[src/design/rdf_pkg.sv]
// Shared types, constants and twiddle lookup for the radix-2 split DFT block.
`timescale 1ns / 1ps
package rdf_pkg;

  localparam int TW_POINTS = 64;
  localparam int TW_IDX_W = 6;
  localparam int TW_W = 16;
  localparam int BIN_W = 6;
  localparam int OUT_W = 23;
  localparam int LG_W = 3;
  localparam int OUT_TDATA_W = 56;
  localparam logic [LG_W-1:0] LG_RESET = 3'd6;

  localparam logic signed [TW_W-1:0] QUARTER_COS [17] = '{
    16'sd32767, 16'sd32610, 16'sd32138, 16'sd31357, 16'sd30274, 16'sd28899,
    16'sd27246, 16'sd25330, 16'sd23170, 16'sd20788, 16'sd18205, 16'sd15447,
    16'sd12540, 16'sd9512, 16'sd6393, 16'sd3212, 16'sd0
  };

  typedef struct packed {
    logic            bsel;
    logic [LG_W-1:0] lg;
  } job_t;

  typedef enum logic [2:0] {
    B_IDLE, B_ACC, B_DRAIN1, B_DRAIN2, B_ROUND, B_MULA, B_MULB, B_EMIT
  } back_state_t;

  // Q1.15 cos(2*pi*k/64), rounded, +1 clipped to 32767
  function automatic logic signed [TW_W-1:0] tw_cos(input logic [TW_IDX_W-1:0] k);
    logic [3:0] q;
    logic [4:0] qr;
    logic signed [TW_W-1:0] v;
    q  = k[3:0];
    qr = 5'd16 - {1'b0, q};
    unique case (k[5:4])
      2'd0: v = QUARTER_COS[q];
      2'd1: v = -QUARTER_COS[qr];
      2'd2: v = (q == 4'd0) ? 16'sh8000 : -QUARTER_COS[q];
      default: v = QUARTER_COS[qr];
    endcase
    return v;
  endfunction

endpackage

[src/design/rdf_fifo.sv]
// Two-entry job queue between the front end and the transform engine.
`timescale 1ns / 1ps
module rdf_fifo import rdf_pkg::*; (
  input  logic clk,
  input  logic rst,
  input  logic push,
  input  job_t push_job,
  input  logic pop,
  output logic full,
  output logic not_empty,
  output job_t head
);

  job_t       slots [2];
  logic       wptr;
  logic       rptr;
  logic [1:0] count;
  logic       do_push;
  logic       do_pop;

  assign full      = (count == 2'd2);
  assign not_empty = (count != 2'd0);
  assign head      = slots[rptr];
  assign do_push   = push && !full;
  assign do_pop    = pop && not_empty;

  always_ff @(posedge clk) begin
    if (do_push) begin
      slots[wptr] <= push_job;
    end
  end

  always_ff @(posedge clk) begin
    if (rst) begin
      wptr  <= 1'b0;
      rptr  <= 1'b0;
      count <= 2'd0;
    end else begin
      if (do_push) begin
        wptr <= ~wptr;
      end
      if (do_pop) begin
        rptr <= ~rptr;
      end
      count <= count + 2'(do_push) - 2'(do_pop);
    end
  end

endmodule

[config.mk]
export PLATFORM = sky130hd
export DESIGN_NAME = rdf_fifo
export DESIGN_NICKNAME = d
export VERILOG_FILES = /design/src/design/rdf_pkg.sv /design/src/design/rdf_fifo.sv
export SDC_FILE = /design/constraint.sdc
export NUM_CORES = 1
export LEC_CHECK = 0
export ABC_AREA = 0
export BUFFER_PORTS_ARGS = -buffer_cell sky130_fd_sc_hd__buf_4
export CAP_MARGIN = 30
export CORE_AREA = 2 2 39 41
export DETAILED_ROUTE_END_ITERATION = 10
export DIE_AREA = 0 0 41 43
export PLACE_DENSITY = 0.6
export SLEW_MARGIN = 10
export SYNTH_ARGS = -nofsm -noshare
export SYNTH_HDL_FRONTEND = slang
export SYNTH_SLANG_ARGS = --single-unit
[constraint.sdc]
create_clock -name clk -period 1.8 [get_ports clk]
set_input_delay 0.09 -clock clk [delete_from_list [all_inputs] [get_ports clk]]
set_output_delay 0.09 -clock clk [all_outputs]
set_load 0.05 [all_outputs]
; Word level (Yosys, flattened, before mapping)
; Memories as Yosys holds them, arrays and structs flattened. A register that Yosys moved wholly into a read port is not among the register bits.
; Cells that the tools add are included.
[totals]
ff_bits = 4
ram_bits = 8
inputBits = 8
n_memories = 1
[classes]
add_sub_neg = 2
eq_ne = 1
n_mux = 4
bitwise = 2
n_reduce_logical = 4
[memory_table]
columns = name, words, width, read_ports, rd_clocked_by_memory_dff, write_ports, line_no
row1 = slots, 2, 4, 1, 1, 1, rdf_fifo.sv:14  ; job_t slots [2];
[ops]
columns = op, n
row1 = 2-to-1 mux 1 bit, 4
row2 = adder 2 x 1 -> 2 bit, 1
row3 = == test 2 bit (second input constant), 1
row4 = logical AND 1 bit, 2
row5 = inverter 1 bit, 2
row6 = nonzero test 2 bit, 1
row7 = subtractor 2 x 1 -> 2 bit, 1
row8 = zero test 1 bit, 1

; Longest topological paths before layout
; Gate-level depths: netlist of the first run.
[logic_depth]
word_depth = 5
ltp_mapped = 8

; Least setup slack after synthesis of the first run
; Ideal clock, no wire load.
[synth_timing]
kind = register to register
from = reg count[1]
to = reg count[1]
setup_time_ps = 115
arrival_time_ps = 1334
setup_slack_ps = 352
path_stages_with_launch = 8
cell_sequence = dfxtp_1 > o21a_1 > ha_1 > inv_1 > ha_1 > xor2_1 > xnor2_1 > nor2_1
[synth_via]
word_cells_on_any_way = 7
[synth_lines]
columns = element, line_no
row1 = start: declaration, rdf_fifo.sv:17  ; logic [1:0] count;
row2 = start signal: assignment, rdf_fifo.sv:45  ; count <= count + 2'(do_push) - 2'(do_pop);
row3 = nonzero test 2 bit, rdf_fifo.sv:22  ; assign not_empty = (count != 2'd0);
row4 = logical AND 1 bit, rdf_fifo.sv:25  ; assign do_pop = pop && not_empty;
row5 = net do_pop, rdf_fifo.sv:19  ; logic do_pop;
row6 = subtractor 2 x 1 -> 2 bit, rdf_fifo.sv:45
; The timed path passes the listed nets, and every way through them passes these cells.
; A chain may end at the register's enable or synchronous reset.

; Worst setup path in the final report of the first run
; Ends and elaborated chain as after synthesis.

==> results of run 1 <==
-- cell type report --
cell class | instances | area [um^2]
inverters | 4 | 15.0
flip-flops and latches | 13 | 340
multi-input cells | 21 | 164
clock buffers | 4 | 26.3
fillers | 123 | 701
well taps | 16 | 20.0
repair buffers | 15 | 118
-- stage by stage --
stage          instance area, um^2  instances
4_1_cts                        663         71
2_1_floorplan                  519         38
3_5_place_dp                   637         67
6_report                       683         73
5_1_grt                        683         73
3_3_place_gp                   637         67
-- power groups by stage --
stage          registers [mW]  clock network (mW)  logic (mW)
2_1_floorplan           0.416                   0       0.357
3_3_place_gp            0.426                   0       0.464
3_5_place_dp            0.427                   0       0.466
4_1_cts                 0.421               0.173       0.467
5_1_grt                 0.429               0.192       0.505
6_report                0.419               0.173       0.465
-- critical path, delay by kind of cell, from the launching register on --
kind | cells | cell delay (ps)
adders and majority gates | 2 | 430
DFF | 1 | 350
xor gates and xnor gates | 2 | 300
AOI/OAI and AO/OA | 1 | 230
buffers and inverters | 1 | 60
and+or+nand+nor | 1 | 50
-- flip-flops by register name, indices dropped and copies added (netlist names), named ones only --
signal,cells
rptr,1
wptr,1
count,2
slots,8
-- metal layers --
metal	track usage	wire length, um
met2	0.178	362
met4	0.0600	8
met5	0	0
met3	0.0471	56
met1	0.137	360
-- layout by cell type, fill, tap and decap left out --
cell            n
a21oi_1         1
nor2_1          3
xnor2_1         2
mux2_2          4
inv_1           3
o21ai_0         1
dfxtp_1         5
and3_2          1
inv_2           1
edfxtp_1        8
or3_1           1
nor2b_1         1
ha_1            2
buf_4          13
clkbuf_4        3
or2_2           1
nand2_1         1
clkbuf_1        1
o21a_1          1
xor2_1          1
nand2b_2        1
dlygate4sd3_1   2
-- final timing paths --
path | endpoint | slack (ps) | cells past startpoint
hold reg to reg | wptr | 500 | 2
hold / removal | slots[0][1] | 4 | 1
setup reg to reg | count[1] | 280 | 7
setup / recovery | count[1] | 280 | 7
-- synth_stat cells --
master	number
nand2_1	1
nor2b_1	1
edfxtp_1	8
and3_2	1
or2_2	1
ha_1	2
nand2b_2	1
dfxtp_1	5
or3_1	1
a21oi_1	1
nor2_1	3
mux2_2	4
inv_1	3
xnor2_1	2
o21ai_0	1
o21a_1	1
xor2_1	1
inv_2	1
-- logic make-up (layout without fill, tap and decap cells) --
kind of cell               after synthesis  in the layout  synth area share
muxes                                    4              4            0.0867
adders and majority gates                2              2            0.0482
xor gates and xnor gates                 3              3            0.0506
DFF                                     13             13             0.655
AOI/OAI and AO/OA                        3              3            0.0337
and+or+nand+nor                          9              9            0.0964
buffers and inverters                    4             23            0.0289
==> impl_metrics.toml, run 1 <==
[status]
outcome = "finished, final reports clean"

[sta]
finalWorstSetupSlack_ps = 283
rsz0062_at_grt = "no"
post-route-min-period_ps = 1520
tns_ps = 0
finClkSkew_ps = 7.13
period_share = 0.843
max-slew-margin-rel = 0.863
slew_viol_final = 0
hold_slack_ps = 4.25
tightest_slew_ps = 204
fmax_mhz = 659
finalSetupViolations = 0
hold_viol = 0

[power_and_ir_drop]
power_mw = 1.06
power_density_nw_per_um2 = 1550
combPwrFrac = 0.440
power_leakage_nw = 0.300
p_seq_frac = 0.396
irDropWorstVdd_uv = 849
p_int_mw = 0.650
p_sw_mw = 0.407
power_frac_clock = 0.163
sw_frac_of_total = 0.385

[critical_path]
critPathMaxFanout = 4
crit_required_ps = 1960
reg2reg_from = "count[1]"
arrival_ps = 1680
slowest_delay_ps = 350
cpMaxStageDelayCell = "dfxtp_1"
critPathLaunch = "count[1]"
crit_top_cell = "ha_1"
crit_type = "flop to flop"
cp-end-kind = "flop"
path_cells = "o21a_1, ha_1, inv_1, ha_1, xor2_1, xnor2_1, nor2_1"
startpoint_type = "flop"

[synth]
synth_area_leaders = "edfxtp_1, dfxtp_1, mux2_2"
yosys_register_bits = 13
ys_seq_area_frac = 0.655
synth_area_leader_cell = "edfxtp_1"
ys_types = 18
synth_nets = 48
synth.top_cell.area_share = 0.463
synthCells = 38
ys_warn_count = 0
avgSynthCellArea_um2 = 13.7
syn-cell-area_um2 = 519

[routing]
drtAntennaViolNets = 0
wl_um = 788
vias = 324
drc_errors = 0
routedWlPerCell_um = 10.8
routed_via_density = 4.44
dr.pass1.iters = 4
drt-initial-drc-count = 9

[global_route]
antenna_found_initial = 0
grt_pass1_wl_um = 1340
grt_max_degree = 8
globalRouteTotalUtil = 0.118
overflow = 0
grt_pass1_vias = 356

[die]
std_cell_rows = 14
die_h_um = 43
ioPinCount = 14
dieArea_um2 = 1760
die-width_um = 41
core-area_um2 = 1380
initial_core_util = 0.375

[place]
dp_slack_ps = 272
dp_hpwl_um = 625
gp_congestion = 0.696
numPortBuffers = 13

[worst_hold_path]
hp-class = "input pin to flop"
hp-start = "push_job[1]"

[finish]
syn2layout_area_growth_pct = 31.6
fin_nets = 68
final_core_util = 0.494
antenna_cells = 0
drive_gt1_frac = 0.421

[clock_tree]
cts_setup_buffers = 0
cts_buffer_depth = 2
clock-root-buffer = "clkbuf_4"
ctsHtreeMaxLevel = 1
cts-resized-gates = 0
cts_tree = "yes"
clk_pin_slew_worst_paths_ps = 80
clkLatencyLatePin_ps = 270
cts_buffers = 3
cts_hold_buf = 0
cts_sinks = 13

[run]
drv_cap = 0
No activity file was read; power rests on OpenSTA's default activity.
==> run 2, diff against run 1 <==
==> constraint.sdc (replaced) <==
create_clock -name clk -period 1.6 [get_ports clk]
set_input_delay 0.08 -clock clk [delete_from_list [all_inputs] [get_ports clk]]
set_output_delay 0.08 -clock clk [all_outputs]
set_load 0.05 [all_outputs]
==> run 2 against run 1 <==
  * Utilization grew 2.3 points
  * Via count grew 4.0%
  * Register-to-register slack lost 190 ps
  * Design area grew 4.6%
  * Setup slack lost 190 ps
  * Sequential power grew 13%
  * Critical path type unchanged
  * Largest power group unchanged
==> impl_metrics.toml, run 2 (same netlist as run 1, synthesis figures left out) <==
[status]
outcome = "finished, final reports clean"

[critical_path]
startpoint_type = "flop"
crit_required_ps = 1760
cpMaxStageDelayCell = "dfxtp_2"
crit_top_cell = "ha_1"
crit_buf_inv = 1
critPathMaxFanout = 4
slowest_delay_ps = 340
cp-end-kind = "flop"
path_cells = "o21a_1, ha_1, inv_1, ha_1, xor2_1, xnor2_1, nor2_1"
crit_type = "flop to flop"
arrival_ps = 1670
r2r_slack_ps = 90
critPathTopFamily = "adder cells"

[sta]
fmax_mhz = 663
finClkSkew_ps = 2.07
hold_slack_ps = 194
max-slew-margin-rel = 0.868
slew_viol_final = 0
finalSetupViolations = 0
hold_viol = 0
tightest_slew_ps = 196
finalWorstSetupSlack_ps = 91.5
tns_ps = 0
rsz0062_at_grt = "no"
period_share = 0.943
post-route-min-period_ps = 1510

[die]
dieArea_um2 = 1760
die-width_um = 41
std_cell_rows = 14
ioPinCount = 14
initial_core_util = 0.375
core-area_um2 = 1380
die_h_um = 43

[clock_tree]
ctsHtreeMaxLevel = 1
clk_pin_slew_worst_paths_ps = 70
cts_tree = "yes"
cts_sinks = 13
cts_buffer_depth = 2
clock-root-buffer = "clkbuf_4"
clkLatencyLatePin_ps = 270
cts_buffers = 3

[finish]
largestRegisters = "slots x8, count x2"
final_cell_mix = "buf_4, edfxtp_1, dlygate4sd3_1"
top_register = "slots"
final_core_util = 0.516
drive_gt1_frac = 0.417
syn2layout_area_growth_pct = 37.6
seqCellArea_um2 = 342
largest_reg_flops = 8
fin_nets = 71
multi_input_area_um2 = 164
final_common_cell = "buf_4"
antenna_cells = 0
nFillCells = 119

[place]
dp_hpwl_um = 564
numPortBuffers = 13
dp_slack_ps = 72.4
gp_congestion = 0.704

[power_and_ir_drop]
combPwrFrac = 0.443
power_density_nw_per_um2 = 1670
power_frac_clock = 0.161
sw_frac_of_total = 0.381
power_leakage_nw = 0.313
p_sw_mw = 0.455
p_int_mw = 0.739
p_seq_frac = 0.396
irDropWorstVdd_uv = 887

[global_route]
grt_use_met1 = 0.137
globalRouteTotalUtil = 0.109
grt_pass1_wl_um = 1290
grtUsageMet2 = 0.159
antenna_found_initial = 0
busiest_layer = "met2"
overflow = 0
globalRouteMet3Util = 0.0157
grt_max_degree = 8
grt_pass1_vias = 344

[routing]
wl_um = 790
drt-initial-drc-count = 8
routedWlPerCell_um = 10.4
drtAntennaViolNets = 0
routed_via_density = 4.43
drc_errors = 0
dr.pass1.iters = 2
vias = 337

[run]
drv_cap = 0

[worst_hold_path]
hp-class = "input pin to flop"
[run 2: changes by cell type in the layout (fill, tap and decap cells not counted)]
cell / before / now
dfxtp_2: 0 / 1
dlygate4sd3_1: 2 / 5
dfxtp_1: 5 / 4
[run 2: cell type report]
class	instances	share of cell area
sequential	13	0.478
multi-input combinational	21	0.229
inverter	4	0.0210
timing repair buffer	18	0.207
tap	16	0.0280
clock buffer	4	0.0368
[run 2: final timing paths]
path / startpoint / endpoint / cells past startpoint
setup / recovery: count[1] / count[1] / 7
hold / removal: push / wptr / 4
setup reg to reg: count[1] / count[1] / 7
hold reg to reg: wptr / wptr / 2
[run 2: stage by stage]
step                      total power, mW  instance area, um^2  instances
after floorplan                     0.870                  519         38
after global placement               1.00                  637         67
after detailed placement             1.00                  637         67
after CTS                            1.20                  713         76
after global routing                 1.27                  714         76
final                                1.19                  714         76
[run 2: layer usage]
layer | vias to the layer above | part of all wire
li1 | 173 | -
met1 | 153 | 0.47
met2 | 9 | 0.48
met3 | 2 | 0.041
met4 | 0 | 0.0051
met5 | - | 0
[run 2: tightest hold or removal path: stages]
cell	delay [ps]
buf_4	120
inv_1	50
or3_1	110
a21oi_1	60
[run 2: what timing repair did]
item | CTS | global route
hold endpoints to repair | 9 | 0
resized for setup | 0 | 1
setup buffers | 0 | 0
hold buffers | 5 | 0
setup endpoints to repair | 0 | 1
[run 2: power by group through the flow]
stage | Combinational [mW] | Sequential (mW) | Clock (mW)
6_report | 0.529 | 0.472 | 0.192
5_1_grt | 0.578 | 0.481 | 0.210
4_1_cts | 0.535 | 0.472 | 0.197
3_5_place_dp | 0.523 | 0.479 | 0
3_3_place_gp | 0.522 | 0.478 | 0
2_1_floorplan | 0.402 | 0.468 | 0
