$ cat src/design/rdf_pkg.sv
// Shared types, constants and twiddle lookup for the radix-2 split DFT block.
`timescale 1ns / 1ps
package rdf_pkg;

  localparam int TW_POINTS = 64;
  localparam int TW_IDX_W = 6;
  localparam int TW_W = 16;
  localparam int BIN_W = 6;
  localparam int OUT_W = 23;
  localparam int LG_W = 3;
  localparam int OUT_TDATA_W = 56;
  localparam logic [LG_W-1:0] LG_RESET = 3'd6;

  localparam logic signed [TW_W-1:0] QUARTER_COS [17] = '{
    16'sd32767, 16'sd32610, 16'sd32138, 16'sd31357, 16'sd30274, 16'sd28899,
    16'sd27246, 16'sd25330, 16'sd23170, 16'sd20788, 16'sd18205, 16'sd15447,
    16'sd12540, 16'sd9512, 16'sd6393, 16'sd3212, 16'sd0
  };

  typedef struct packed {
    logic            bsel;
    logic [LG_W-1:0] lg;
  } job_t;

  typedef enum logic [2:0] {
    B_IDLE, B_ACC, B_DRAIN1, B_DRAIN2, B_ROUND, B_MULA, B_MULB, B_EMIT
  } back_state_t;

  // Q1.15 cos(2*pi*k/64), rounded, +1 clipped to 32767
  function automatic logic signed [TW_W-1:0] tw_cos(input logic [TW_IDX_W-1:0] k);
    logic [3:0] q;
    logic [4:0] qr;
    logic signed [TW_W-1:0] v;
    q  = k[3:0];
    qr = 5'd16 - {1'b0, q};
    unique case (k[5:4])
      2'd0: v = QUARTER_COS[q];
      2'd1: v = -QUARTER_COS[qr];
      2'd2: v = (q == 4'd0) ? 16'sh8000 : -QUARTER_COS[q];
      default: v = QUARTER_COS[qr];
    endcase
    return v;
  endfunction

endpackage

$ cat src/design/rdf_front.sv
// Front end: register write, sample intake, frame counting and job hand-off.
`timescale 1ns / 1ps
module rdf_front import rdf_pkg::*; #(
  parameter int MAX_POINTS = 64,
  parameter int SAMPLE_BITS = 16,
  parameter int DIN_W = 16
) (
  input  logic                              clk,
  input  logic                              rst,
  input  logic                              cfg_we,
  input  logic [LG_W-1:0]                   cfg_wdata,
  input  logic                              s_tvalid,
  output logic                              s_tready,
  input  logic [DIN_W-1:0]                  s_tdata,
  input  logic                              fifo_full,
  output logic                              push,
  output job_t                              push_job,
  output logic                              wr_en,
  output logic [$clog2(MAX_POINTS):0]       wr_addr,
  output logic [SAMPLE_BITS-1:0]            wr_data
);

  localparam int AW = $clog2(MAX_POINTS);

  logic [LG_W-1:0] points_log2;
  logic [AW-1:0]   load_count;
  logic            wbuf;
  logic [LG_W-1:0] lg_eff;
  logic [AW:0]     n_full;
  logic [AW-1:0]   last_idx;
  logic            accept;

  always_comb begin
    if (points_log2 == '0) begin
      lg_eff = LG_W'(1);
    end else if (points_log2 > LG_W'(AW)) begin
      lg_eff = LG_W'(AW);
    end else begin
      lg_eff = points_log2;
    end
  end

  assign n_full   = (AW+1)'(1) << lg_eff;
  assign last_idx = AW'(n_full - (AW+1)'(1));
  assign s_tready = !fifo_full;
  assign accept   = s_tvalid && s_tready;
  assign push     = accept && (load_count == last_idx);
  assign push_job = '{bsel: wbuf, lg: lg_eff};
  assign wr_en    = accept;
  assign wr_addr  = {wbuf, load_count};
  assign wr_data  = s_tdata[SAMPLE_BITS-1:0];

  always_ff @(posedge clk) begin
    if (rst) begin
      points_log2 <= LG_RESET;
      load_count  <= '0;
      wbuf        <= 1'b0;
    end else if (cfg_we) begin
      // drop any partly loaded frame
      points_log2 <= cfg_wdata;
      load_count  <= '0;
    end else if (accept) begin
      if (load_count == last_idx) begin
        load_count <= '0;
        wbuf       <= ~wbuf;
      end else begin
        load_count <= load_count + AW'(1);
      end
    end
  end

endmodule

$ cat config.mk
export PLATFORM = sky130hd
export DESIGN_NAME = rdf_front
export DESIGN_NICKNAME = d
export VERILOG_FILES = /design/src/design/rdf_pkg.sv /design/src/design/rdf_front.sv
export SDC_FILE = /design/constraint.sdc
export NUM_CORES = 1
export LEC_CHECK = 0
export ABC_AREA = 1
export BUFFER_PORTS_ARGS = -buffer_cell sky130_fd_sc_hd__buf_2
export CORE_MARGIN = 4
export CORE_UTILIZATION = 41
export CTS_CLUSTER_DIAMETER = 200
export CTS_CLUSTER_SIZE = 28
export DETAILED_ROUTE_END_ITERATION = 16
export GPL_TIMING_DRIVEN = 0
export PLACE_DENSITY = 0.81
export SETUP_SLACK_MARGIN = 0.3
export SKIP_LAST_GASP = 1
export SLEW_MARGIN = 10
export SYNTH_ARGS = -nofsm -noshare
export SYNTH_HDL_FRONTEND = slang
export SYNTH_SLANG_ARGS = --single-unit
$ cat constraint.sdc
create_clock -name clk -period 2 [get_ports clk]
set_input_delay 0.1 -clock clk [delete_from_list [all_inputs] [get_ports clk]]
set_output_delay 0.1 -clock clk [all_outputs]
set_load 0.01 [all_outputs]
-- Word level (Yosys, flattened, before mapping)
Cells that the tools add are included.
- flip-flop bits (word level): 10
- input bits: 24
- output and inout port bits: 30
- add/sub/neg operators: 2
- order comparisons: 1
- equality and inequality tests: 1
- shift operators: 1
- mux-type cells: 3
- bitwise gates (word level): 2
- reductions and logical operators: 6
- operator list (cell ; count):
    $add A6 B1 Y6 const B ; 1
    $eq A6 B6 Y1 ; 1
    $mux W3 ; 2
    $mux W6 ; 1
    $shl A1 B3 Y6 const A ; 1
    $sub A6 B1 Y6 const B ; 1
    $gt A3 B3 Y1 const B ; 1
    $logic_not A3 Y1 ; 1
    $reduce_and A3 Y1 ; 1
    $logic_and A1 B1 Y1 ; 2
    $not A1 Y1 ; 2
    $reduce_or A2 Y1 ; 1
    $logic_not A1 Y1 ; 1

-- Longest topological paths before layout
Gate-level depths: netlist of the first run.
- depth in word-level cells: 7
- mapped depth: 14
- gate-level depth less buffers: 13

-- Worst setup path after synthesis of the first run
No wires, ideal clock.
- path type: register to register
- start: reg points_log2[2]
- end: reg load_count[4]
- library setup time: 0.123 ns
- arrival: 1.370 ns
- setup slack: 0.508 ns
- cell stages (with the launch flop): 11
- path buffers: 1
- cells stage by stage: dfxtp_1 buf_6 inv_4 nand2_1 ha_1 xor2_1 nand3_1 nor2_4 nand2_2 nand2_4 nor3_2
- word-level cells in the longest chain between the ends: 7
- ends and longest elaborated chain (what ; RTL line ; source):
    start: declaration ; rdf_front.sv:25 ; logic [LG_W-1:0] points_log2;
    start signal: assignment ; rdf_front.sv:60 ; points_log2 <= cfg_wdata;
    $gt A3 B3 Y1 ; rdf_front.sv:36 ; end else if (points_log2 > LG_W'(AW)) begin
    $mux W3 ; rdf_front.sv:36 ;
    $mux W3 (*) ; rdf_front.sv:34 ; if (points_log2 == '0) begin
    $shl A1 B3 Y6 (*) ; rdf_front.sv:43 ; assign n_full = (AW+1)'(1) << lg_eff;
    $sub A6 B1 Y6 (*) ; rdf_front.sv:44 ; assign last_idx = AW'(n_full - (AW+1)'(1));
    $eq A6 B6 Y1 (*) ; rdf_front.sv:63 ; if (load_count == last_idx) begin
    $mux W6 (*) ; rdf_front.sv:63 ;
    end signal: assignment ; rdf_front.sv:67 ; load_count <= load_count + AW'(1);
    end: declaration ; rdf_front.sv:26 ; logic [AW-1:0] load_count;
Mark *: on every way between the ends. The rest lies on a longest branch, timed or not.
A chain may end at the register's enable or synchronous reset.

-- Worst setup path after layout of the first run
- start: reg points_log2[2]
- end: out push
- word-level cells in the longest chain between the ends: 7
- ends and longest elaborated chain (what ; RTL line ; source):
    $gt A3 B3 Y1 ; rdf_front.sv:36 ;
    $mux W3 ; rdf_front.sv:36 ;
    $mux W3 (*) ; rdf_front.sv:34 ;
    $shl A1 B3 Y6 (*) ; rdf_front.sv:43 ;
    $sub A6 B1 Y6 (*) ; rdf_front.sv:44 ;
    $eq A6 B6 Y1 (*) ; rdf_front.sv:47 ; assign push = accept && (load_count == last_idx);
    $logic_and A1 B1 Y1 (*) ; rdf_front.sv:47 ;
    end: declaration ; rdf_front.sv:16 ; output logic push,
Marked as above.

==> results of run 1 <==
==> what timing repair did <==
| action | 4_1_cts | 5_1_grt |
|---|---|---|
| resized for setup | 8 | 1 |
| setup endpoints to repair | 1 | 7 |
| hold endpoints to repair | 0 | 0 |
| setup buffers | 5 | 1 |
| pin swaps | 4 | 0 |
==> per-layer routing <==
layer  track usage (%)  wire, um  up-vias
met3              3.42       223        4
li1                  -         -      435
met2              28.0      1030       44
met4              6.38        27        0
met5                 0         0        -
met1              15.8       791      345
==> area by class of cell <==
| cell class | instances | area, um2 | area share, % |
|---|---|---|---|
| repair buffers | 43 | 236 | 21.2 |
| inverters | 17 | 66.3 | 5.94 |
| flip-flops and latches | 10 | 205 | 18.4 |
| clock buffers | 3 | 22.5 | 2.02 |
| plain buffers | 21 | 160 | 14.3 |
| well taps | 25 | 31.3 | 2.80 |
| multi-input cells | 69 | 395 | 35.4 |
==> registers in the layout (all words and copies together), names as in the netlist <==
name and flops:
load_count 6, points_log2 3, wbuf 1
==> layout by cell type, fill, tap and decap left out, drive strengths merged <==
cell	n
clkbuf	3
buf	63
nand2	26
maj3	1
ha	2
xnor2	1
inv	17
conb	1
o21ai	4
dlygate4sd1	1
nor2	12
nor3	3
xor2	3
dfxtp	10
and3	1
nand4	2
nand3	9
a21oi	4
==> critical path: stages (launching register included) <==
cell and delay (ns):
dfxtp_2 0.32, buf_6 0.11, inv_4 0.05, nand2_4 0.05, ha_4 0.25, xor2_1 0.14, nand3_1 0.12, nor2_4 0.12
nand2_2 0.07, inv_2 0.05, buf_6 0.09
==> final timing paths <==
kind	startpoint	endpoint	slack (ns)	depth (start not counted)
hold / removal	cfg_wdata[2]	points_log2[2]$_SDFFE_PP1P_	0.07	3
setup / recovery	points_log2[2]$_SDFFE_PP1P_	push	0.26	10
hold reg to reg	load_count[0]$_SDFFE_PP0P_	load_count[0]$_SDFFE_PP0P_	0.52	2
setup reg to reg	points_log2[2]$_SDFFE_PP1P_	load_count[4]$_SDFFE_PP0P_	0.39	11
==> stage by stage <==
stage               worst slack, ns  cell area [um2]  std cells  utilization, %  hold WS (ns)
floorplan                     0.508              802        117               -         0.200
global placement              0.417             1020        179            57.1         0.314
detailed placement            0.361             1020        179            57.1         0.325
CTS                           0.282             1110        187            62.1        0.0579
global route                  0.190             1120        188            62.7        0.0656
finish                        0.257             1120        188            62.7        0.0660
==> cells by family (layout without fill, tap and decap cells) <==
| logic type | after synthesis | count (layout) | synth area share (%) |
|---|---|---|---|
| compound gates | 8 | 8 | 4.99 |
| buf+inv | 38 | 84 | 28.2 |
| other cells | 1 | 1 | 0.468 |
| flops | 10 | 10 | 25.0 |
| simple gates | 53 | 53 | 32.6 |
| fa+ha+maj | 3 | 3 | 4.37 |
| xor+xnor | 4 | 4 | 4.37 |
==> power groups by stage <==
stage               clock network [mW]  logic, mW  registers (mW)
floorplan                            0     0.0924           0.214
global placement                     0      0.130           0.215
detailed placement                   0      0.133           0.215
CTS                              0.138      0.144           0.211
global route                     0.152      0.162           0.210
finish                           0.136      0.149           0.209
==> run metrics, run 1 <==
post-synth top area share between 20% and 30%; Required @ worst endpoint about 1.9 ns; WL final between 2000 and 2500 um; CTS tree done; hold-fix buffers at CTS 0; largest net degree at the start of global routing 7; first-pass GRT wire length ~3000 um; Power Internal approximately 0.35 mW; Psw around 0.15 mW; ys async rst share 0%; core area 1780 um2; RSZ-0062 raised after global routing true; Syn Nets ~140; Gate Count Post-Synth about 120; Layout Skew between 0.003 and 0.004 ns; maximum level of the CTS H-tree 1; Final HPWL DP 1600 um; area added between synthesis and finish 39.3%; Pwr per Cell Area roughly 440 nW/um2; Nets roughly 190; Setup TNS Final 0 ns; Synth area leader dfxtp_1; Post-Synthesis Cell Area 802 um2; # IOs between 50 and 60; Fillers approximately 170; Total Die Area 2730 um2; fmax ~570 MHz; #FFs+latches synth 10; total CTS buffers 3; # setup viols final 0; DRT iter0 DRCs 15; total grt overflow 0; Reg clk slew, reported paths approximately 0.06 ns; share of layout cells above drive strength 1 approximately half; LEAKAGE a little over 0.6 nW; outcome finished, final reports clean; routed via count slightly above 800; warnings from Yosys 0; Final period util between 80 and 90%; synth unique cells 27; Bufs on Longest Clock Path 2; dominant cells by area after synthesis dfxtp_1 (25%), buf_4 (17%), nand2_1 (10%), inv_1 (6.1%), nand3_1 (5.0%); Hold Vio Cnt, Final 0; top-count cell post-synth nand2_1; Commonest cells post-synth nand2_1 (22), buf_4 (18), inv_1 (13); crit end category primary output; first-pass iteration count of the detailed router 4; worst IR drop on VDD roughly 0.00029 V; worst skew pair latency between 0.2 and 0.3 ns; DRC viols 0; Die Height about 52 um; Root Buffer clkbuf_4; Vias per Instance approximately 4.4; Clock power frac between 20% and 30%; Data arrival, critical path ~1.6 ns; sequential share of the synthesized area between 20 and 25%; Routed wire per std cell approximately 11 um; Port-buffer cells 37; total power roughly 0.49 mW; max_cap viols 0; Post-synth EDFFs 0; Sink Count 10; syn avg cell area a little under 7 um2; initial core utilization between 40% and 50%; number of global-route vias before repair around 730; Slew Limit Fails 0; ant diodes 0; Rows 15; Comb pwr share between 30 and 40%; Tmin final roughly 1.7 ns; Primary FF master, synth dfxtp_1; GPL Wtd Cong about 0.86; initial antenna violation count 0; crit-path max FO 2; antenna viol nets, final 0; Sequential Power Share about 42%; Hold WC Path Type primary input to register; Die Span X 52.2 um; switching share of power 29.5%; critical path class register to primary output; Startpoint Class register; total global-route track usage 15.0%
Power figures use the tool's default switching activity.
==> inputs of run 2 (changes only) <==
--- a/config.mk
+++ b/config.mk
@@ -5,10 +5,9 @@
 export SDC_FILE = /design/constraint.sdc
 export NUM_CORES = 1
 export LEC_CHECK = 0
-export ABC_AREA = 1
 export BUFFER_PORTS_ARGS = -buffer_cell sky130_fd_sc_hd__buf_2
 export CORE_MARGIN = 4
-export CORE_UTILIZATION = 41
+export CORE_UTILIZATION = 40
 export CTS_CLUSTER_DIAMETER = 200
 export CTS_CLUSTER_SIZE = 28
 export DETAILED_ROUTE_END_ITERATION = 16
==> run 2 against run 1 <==
Against the previous run:
- the run now ends with negative setup slack left
- final cell count decreased by 15%
- non-clock buffer count increased by 6
- register-to-register slack got worse by 0.66 ns
- maximum frequency decreased by 23%
- utilization increased by 4.7 points
- first-iteration DRC count decreased by 87%
- die area decreased by 3.5%
- largest cell class is now multi-input combinational cells
==> run metrics, run 2 <==
outcome complete, but fails checks (was finished, final reports clean); failing checks negative setup slack; Pwr per Cell Area 466 nW/um2 (was 442 nW/um2); first-pass GRT wire length 3150 um (was 3020 um); Die Height 51.3 um (was 52.2 um); Register Area 203 um2 (was 205 um2); Fillers 133 (was 168); Total Die Area 2630 um2 (was 2730 um2); total grt overflow 0 (unchanged); kind of cell adding the most delay to the critical path simple AND/OR/NAND/NOR gates (unchanged); Setup TNS Final -1.46 ns (was 0 ns); crit-path max FO 4 (was 2); syn avg cell area 8.73 um2 (was 6.85 um2); DRC viols 0 (unchanged); total CTS buffers 3 (unchanged); GPL Wtd Cong 0.806 (was 0.863); max_cap viols 0 (unchanged); core area 1750 um2 (was 1780 um2); total global-route track usage 16.0% (was 15.0%); DRT iter0 DRCs 2 (was 15); Root Buffer clkbuf_4 (unchanged); Nets 162 (was 191); Synth area leader dfxtp_1 (unchanged); Largest Register load_count (unchanged); most frequent cells in the layout buf_2 (38), buf_4 (23), dfxtp_1 (8) (was buf_2 (37), buf_4 (24), nand2_1 (21)); Hold Vio Cnt, Final 0 (unchanged); fmax 440 MHz (was 574 MHz); Post-Layout Cell Count 160 (was 188); critical path class register to register (was register to primary output); Tmin final 2.27 ns (was 1.74 ns); hold-fix buffers at CTS 0 (unchanged); #FFs+latches synth 10 (unchanged); sequential share of the synthesized area 26.7% (was 25.0%); Syn Nets 112 (was 143); crit-path cells buf_6, or2_4, ha_4, nor3b_4, or4_4, a211oi_2, mux2_4 (was buf_6, inv_4, nand2_4, ha_4, xor2_1, nand3_1, nor2_4, nand2_2, inv_2, buf_6); dominant cells by area after synthesis dfxtp_1 (27%), buf_4 (19%), xnor2_1 (5.8%), xor2_1 (4.7%), nor4_1 (4.2%) (was dfxtp_1 (25%), buf_4 (17%), nand2_1 (10%), inv_1 (6.1%), nand3_1 (5.0%)); end-of-flow core utilization 67.4% (was 62.7%); top-count cell post-synth buf_4 (was nand2_1); Primary FF master, synth dfxtp_1 (unchanged); Post-synth EDFFs 0 (unchanged); CTS tree done (unchanged); Hold WC Path Type primary input to register (unchanged); Vias per Instance 4.75 (was 4.40); area post-placement 996 um2 (was 1020 um2); Rows 15 (unchanged); top flop regs load_count: 6 flops, points_log2: 3 flops, wbuf: 1 flops (unchanged); Final period util 114% (was 87.2%); LEAKAGE 0.557 nW (was 0.617 nW); Data arrival, critical path 2.43 ns (was 1.64 ns); hold_sp cfg_wdata[2] (unchanged); maximum level of the CTS H-tree 1 (unchanged); max reg flops 6 (unchanged); Reg clk slew, reported paths 0.07 ns (was 0.06 ns); WL final 2020 um (was 2070 um); Critical Path Max Stage Delay 0.52 ns (was 0.32 ns); Bufs and invs on worst path 1 (was 4); share of layout cells above drive strength 1 64.4% (was 51.5%); crit end category register (was primary output); Final HPWL DP 1450 um (was 1600 um); ys async rst share 0% (unchanged); Sink Count 10 (unchanged); synth unique cells 35 (was 27); ant diodes 0 (unchanged); worst slew pin tran just over 0.5 ns; Place WS -0.292 ns (was 0.361 ns); total power 0.548 mW (was 0.493 mW); initial core utilization 43.0% (was 45.0%); # IOs 54 (unchanged); Post-Synthesis Cell Area 751 um2 (was 802 um2); Die Span X 51.3 um (was 52.2 um); Comb pwr share 28.5% (was 30.2%); commonest non-fill, non-tap cell in the layout buf_2 (unchanged); worst IR drop on VDD 0.000343 V (was 0.000293 V); Sequential Power Share 38.2% (was 42.3%); Commonest cells post-synth buf_4 (19), dfxtp_1 (10), nor4_1 (5), xnor2_1 (5) (was nand2_1 (22), buf_4 (18), inv_1 (13)); Psw 0.147 mW (was 0.145 mW); Gate Count Post-Synth 86 (was 117); final design area excluding fillers 1180 um2 (was 1120 um2); number of global-route vias before repair 766 (was 728); switching share of power 26.9% (was 29.5%); first-pass iteration count of the detailed router 3 (was 4); Power Internal 0.401 mW (was 0.348 mW); Startpoint Class register (unchanged); Worst R2R Start points_log2[1]$_SDFFE_PP1P_ (was points_log2[2]$_SDFFE_PP1P_); footprint of the multi-input gates 460 um2 (was 395 um2); Layout Skew 0.00486 ns (was 0.00393 ns); largest net degree at the start of global routing 11 (was 7); Bufs on Longest Clock Path 2 (unchanged); RSZ-0062 raised after global routing true (unchanged); Slew Limit Fails 0 (unchanged); antenna viol nets, final 0 (unchanged); final worst setup slack -0.271 ns (was 0.257 ns); routed via count 760 (was 828); CP max-delay cell or4_4 (was dfxtp_2); worst skew pair latency 0.27 ns (was 0.26 ns); Required @ worst endpoint 2.16 ns (was 1.90 ns); Clock power frac 33.4% (was 27.5%); Routed wire per std cell 12.6 um (was 11.0 um); hold slack 0.0439 ns (was 0.0660 ns); # setup viols final 7 (was 0); initial antenna violation count 0 (unchanged); post-synth top area share 26.7% (was 25.0%); warnings from Yosys 0 (unchanged); crit path launch points_log2[1]$_SDFFE_PP1P_ (was points_log2[2]$_SDFFE_PP1P_); area added between synthesis and finish 56.7% (was 39.3%); Port-buffer cells 37 (unchanged); Cells after DPL 148 (was 179); Worst slew margin ~66%
## run 2: cell count changes after synthesis, sizes merged, moves of 3 or more
cell / delta
nor2: -9
inv: -16
o21ai: -4
buf: +3
xnor2: +4
nand2: -24
nor2b: +4
nor4: +5
nand3: -8
## run 2: logic make-up (layout without fill, tap and decap cells)
group / count (synthesis) / in the layout / share of synthesized area (%)
xor+xnor: 9 / 9 / 10.5
fa+ha+maj: 2 / 2 / 3.33
simple gates: 28 / 28 / 23.3
other cells: 1 / 1 / 0.500
mux: 3 / 3 / 4.17
buf+inv: 26 / 75 / 23.8
flops: 10 / 10 / 26.7
compound gates: 7 / 7 / 7.67
## run 2: layout make-up
type	count	share of cell area, %
Inverter	1	0.319
Tap cell	25	2.66
Timing Repair Buffer	45	22.3
Sequential cell	10	17.2
Multi-Input combinational cell	50	39.1
Clock buffer	4	3.09
Buffer	25	15.2
## run 2: layer usage
| layer | GRT usage (%) | wire (um) | vias up | part of all wire [%] |
|---|---|---|---|---|
| met2 | 30.7 | 1090 | 40 | 54 |
| met5 | 0 | 0 | - | 0 |
| met1 | 15.2 | 736 | 341 | 36 |
| li1 | - | - | 371 | - |
| met4 | 10.9 | 62 | 0 | 3.1 |
| met3 | 2.62 | 127 | 8 | 6.3 |
## run 2: what timing repair did
item	4_1_cts	5_1_grt
setup endpoints to repair	7	7
setup buffers	7	1
cloned	0	0
pin swaps	11	5
gates resized for setup	11	5
## run 2: worst paths after layout
check,endpoint,slack (ns),depth (start not counted)
hold reg to reg,load_count[5]$_SDFFE_PP0P_,0.60,2
setup / recovery,wbuf$_SDFFE_PP0P_,-0.27,7
setup reg to reg,wbuf$_SDFFE_PP0P_,-0.27,7
hold / removal,points_log2[2]$_SDFFE_PP1P_,0.04,2
## run 2: power by group through the flow
| stage | logic, mW | clock network (mW) | registers [mW] |
|---|---|---|---|
| floorplan | 0.0948 | 0 | 0.212 |
| global placement | 0.130 | 0 | 0.212 |
| detailed placement | 0.134 | 0 | 0.213 |
| CTS | 0.149 | 0.187 | 0.209 |
| global route | 0.169 | 0.195 | 0.210 |
| finish | 0.156 | 0.183 | 0.209 |
==> inputs of run 3 (changes only) <==
--- a/config.mk
+++ b/config.mk
@@ -12,6 +12,7 @@
 export CTS_CLUSTER_SIZE = 28
 export DETAILED_ROUTE_END_ITERATION = 16
 export GPL_TIMING_DRIVEN = 0
+export MAX_ROUTING_LAYER = met4
 export PLACE_DENSITY = 0.81
 export SETUP_SLACK_MARGIN = 0.3
 export SKIP_LAST_GASP = 1
==> run 3 against run 2 <==
Against the previous run:
- critical endpoint unchanged
- clock power barely moved
- worst setup slack barely moved
- highest routed layer unchanged
- non-clock buffer count stayed put
- critical path type unchanged
- first-iteration DRC count is the same
- the run still ends with negative setup slack left
- maximum frequency hardly changed
==> run metrics, run 3 (synthesis gave the netlist of run 2 again) <==
outcome complete, but fails checks (unchanged); failing checks negative setup slack (unchanged); antenna viol nets, final 0 (unchanged); Root Buffer clkbuf_4 (unchanged); initial core utilization 43.0% (unchanged); Data arrival, critical path 2.43 ns (about the same); RSZ-0062 raised after global routing true (unchanged); Die Height 51.3 um (unchanged); DRC viols 0 (unchanged); CP max-delay cell or4_4 (unchanged); Fillers 133 (unchanged); final worst setup slack -0.271 ns (about the same); worst slew pin tran 0.507 ns (was 0.510 ns); CTS tree done (unchanged); routed via count 757 (was 760); Total Die Area 2630 um2 (unchanged); area post-placement 996 um2 (unchanged); crit-path cells buf_6, or2_4, ha_4, nor3b_4, or4_4, a211oi_2, mux2_4 (unchanged); Die Span X 51.3 um (unchanged); Nets 162 (unchanged); total CTS buffers 3 (unchanged); final design area excluding fillers 1180 um2 (unchanged); first-pass iteration count of the detailed router 3 (unchanged); Hold WC Path Type primary input to register (unchanged); Reg2Reg Setup Slack -0.27 ns (about the same); Critical Path Max Stage Delay 0.52 ns (about the same); worst skew pair latency 0.27 ns (about the same); # setup viols final 7 (unchanged); end-of-flow core utilization 67.4% (unchanged); hold_sp cfg_wdata[1] (was cfg_wdata[2]); Final period util 114% (about the same); number of global-route vias before repair 767 (was 766); area added between synthesis and finish 56.7% (unchanged); worst IR drop on VDD 0.000342 V (was 0.000343 V); Vias per Instance 4.73 (was 4.75); fmax 440 MHz (about the same); Worst Hold Depth 2 (unchanged); max_cap viols 0 (unchanged); most frequent cells in the layout buf_2 (38), buf_4 (23), dfxtp_1 (8) (unchanged); worst-case reg-to-reg path depth 7 (unchanged); Slew Limit Fails 0 (unchanged); Worst R2R Start points_log2[1]$_SDFFE_PP1P_ (unchanged); Tmin final 2.27 ns (about the same); Layout Skew 0.00522 ns (was 0.00486 ns); reg2reg end wbuf$_SDFFE_PP0P_ (unchanged); Hold Vio Cnt, Final 0 (unchanged); GPL Wtd Cong 0.818 (was 0.806); hold endpoint points_log2[1]$_SDFFE_PP1P_ (was points_log2[2]$_SDFFE_PP1P_); share of layout cells above drive strength 1 64.4% (unchanged); crit-path max FO 4 (unchanged); Bufs on Longest Clock Path 2 (unchanged); WL final 2030 um (was 2020 um); Final HPWL DP 1450 um (unchanged); maximum level of the CTS H-tree 1 (unchanged); core area 1750 um2 (unchanged); DRT iter0 DRCs 2 (unchanged); Place WS -0.292 ns (unchanged); ant diodes 0 (unchanged); Worst slew margin 66.2% (was 66.0%); Startpoint Class register (unchanged); total global-route track usage 16.4% (was 16.0%); Pwr per Cell Area 466 nW/um2 (about the same); commonest non-fill, non-tap cell in the layout buf_2 (unchanged); Rows 15 (unchanged); Port-buffer cells 37 (unchanged); Reg clk slew, reported paths 0.07 ns (about the same); Sink Count 10 (unchanged); Routed wire per std cell 12.7 um (was 12.6 um); crit end category register (unchanged); Largest Register load_count (unchanged); hold-fix buffers at CTS 0 (unchanged); total grt overflow 0 (unchanged); initial antenna violation count 0 (unchanged); LEAKAGE 0.557 nW (unchanged); largest net degree at the start of global routing 11 (unchanged); first-pass GRT wire length 3150 um (unchanged); # IOs 54 (unchanged); critical path class register to register (unchanged); Required @ worst endpoint 2.16 ns (about the same); top flop regs load_count: 6 flops, points_log2: 3 flops, wbuf: 1 flops (unchanged); max reg flops 6 (unchanged)
-- run 3: critical path: cells and delay by family, from the launching register on --
family	cells	cell delay [ns]
AOI/OAI and AO/OA	1	0.30
adders and majority gates	1	0.18
buffers and inverters	1	0.11
DFF	1	0.32
muxes	1	0.33
and+or+nand+nor	3	0.93
-- run 3: per-layer routing --
layer	track usage, %	routed length (um)	up-vias
li1	-	-	371
met1	15.4	752	339
met4	10.9	59	0
met2	30.7	1090	41
met5	-	0	-
met3	2.33	122	6
-- run 3: area by class of cell --
class | instances | area (um2) | share of cell area (%)
Sequential cell | 10 | 203 | 17.2
Buffer | 25 | 179 | 15.2
Tap cell | 25 | 31.3 | 2.66
Timing Repair Buffer | 45 | 263 | 22.3
Multi-Input combinational cell | 50 | 460 | 39.1
Clock buffer | 4 | 36.3 | 3.09
Inverter | 1 | 3.75 | 0.319
-- run 3: timing repair --
action                                  CTS  global route
gates resized for setup                  11             5
setup buffers                             7             1
pin swaps                                11             5
endpoints found under the setup margin    7             7
-- run 3: how the worst max path moves through the flow --
stage / startpoint / to / slack (ns)
final: points_log2[1]$_SDFFE_PP1P_ / wbuf$_SDFFE_PP0P_ / -0.27
after global routing: points_log2[1]$_SDFFE_PP1P_ / wbuf$_SDFFE_PP0P_ / -0.29
after CTS: points_log2[1]$_SDFFE_PP1P_ / wbuf$_SDFFE_PP0P_ / -0.26
after detailed placement: points_log2[1]$_SDFFE_PP1P_ / wbuf$_SDFFE_PP0P_ / -0.29
after global placement: points_log2[2]$_SDFFE_PP1P_ / wbuf$_SDFFE_PP0P_ / -0.21
after floorplan: points_log2[2]$_SDFFE_PP1P_ / wbuf$_SDFFE_PP0P_ / 0.28
-- run 3: stage by stage --
stage | cells | hold WS [ns] | setup TNS (ns) | power (mW)
6_report | 160 | 0.0455 | -1.46 | 0.548
2_1_floorplan | 86 | 0.218 | 0 | 0.307
4_1_cts | 159 | 0.0417 | -1.33 | 0.545
3_3_place_gp | 148 | 0.305 | -0.529 | 0.342
5_1_grt | 160 | 0.0472 | -1.86 | 0.574
3_5_place_dp | 148 | 0.321 | -0.794 | 0.347
-- run 3: power breakdown --
part           switching (mW)  internal [mW]  total (mW)
clock                  0.0720          0.111       0.183
sequential            0.00481          0.205       0.209
combinational          0.0700         0.0860       0.156
total                   0.147          0.401       0.548
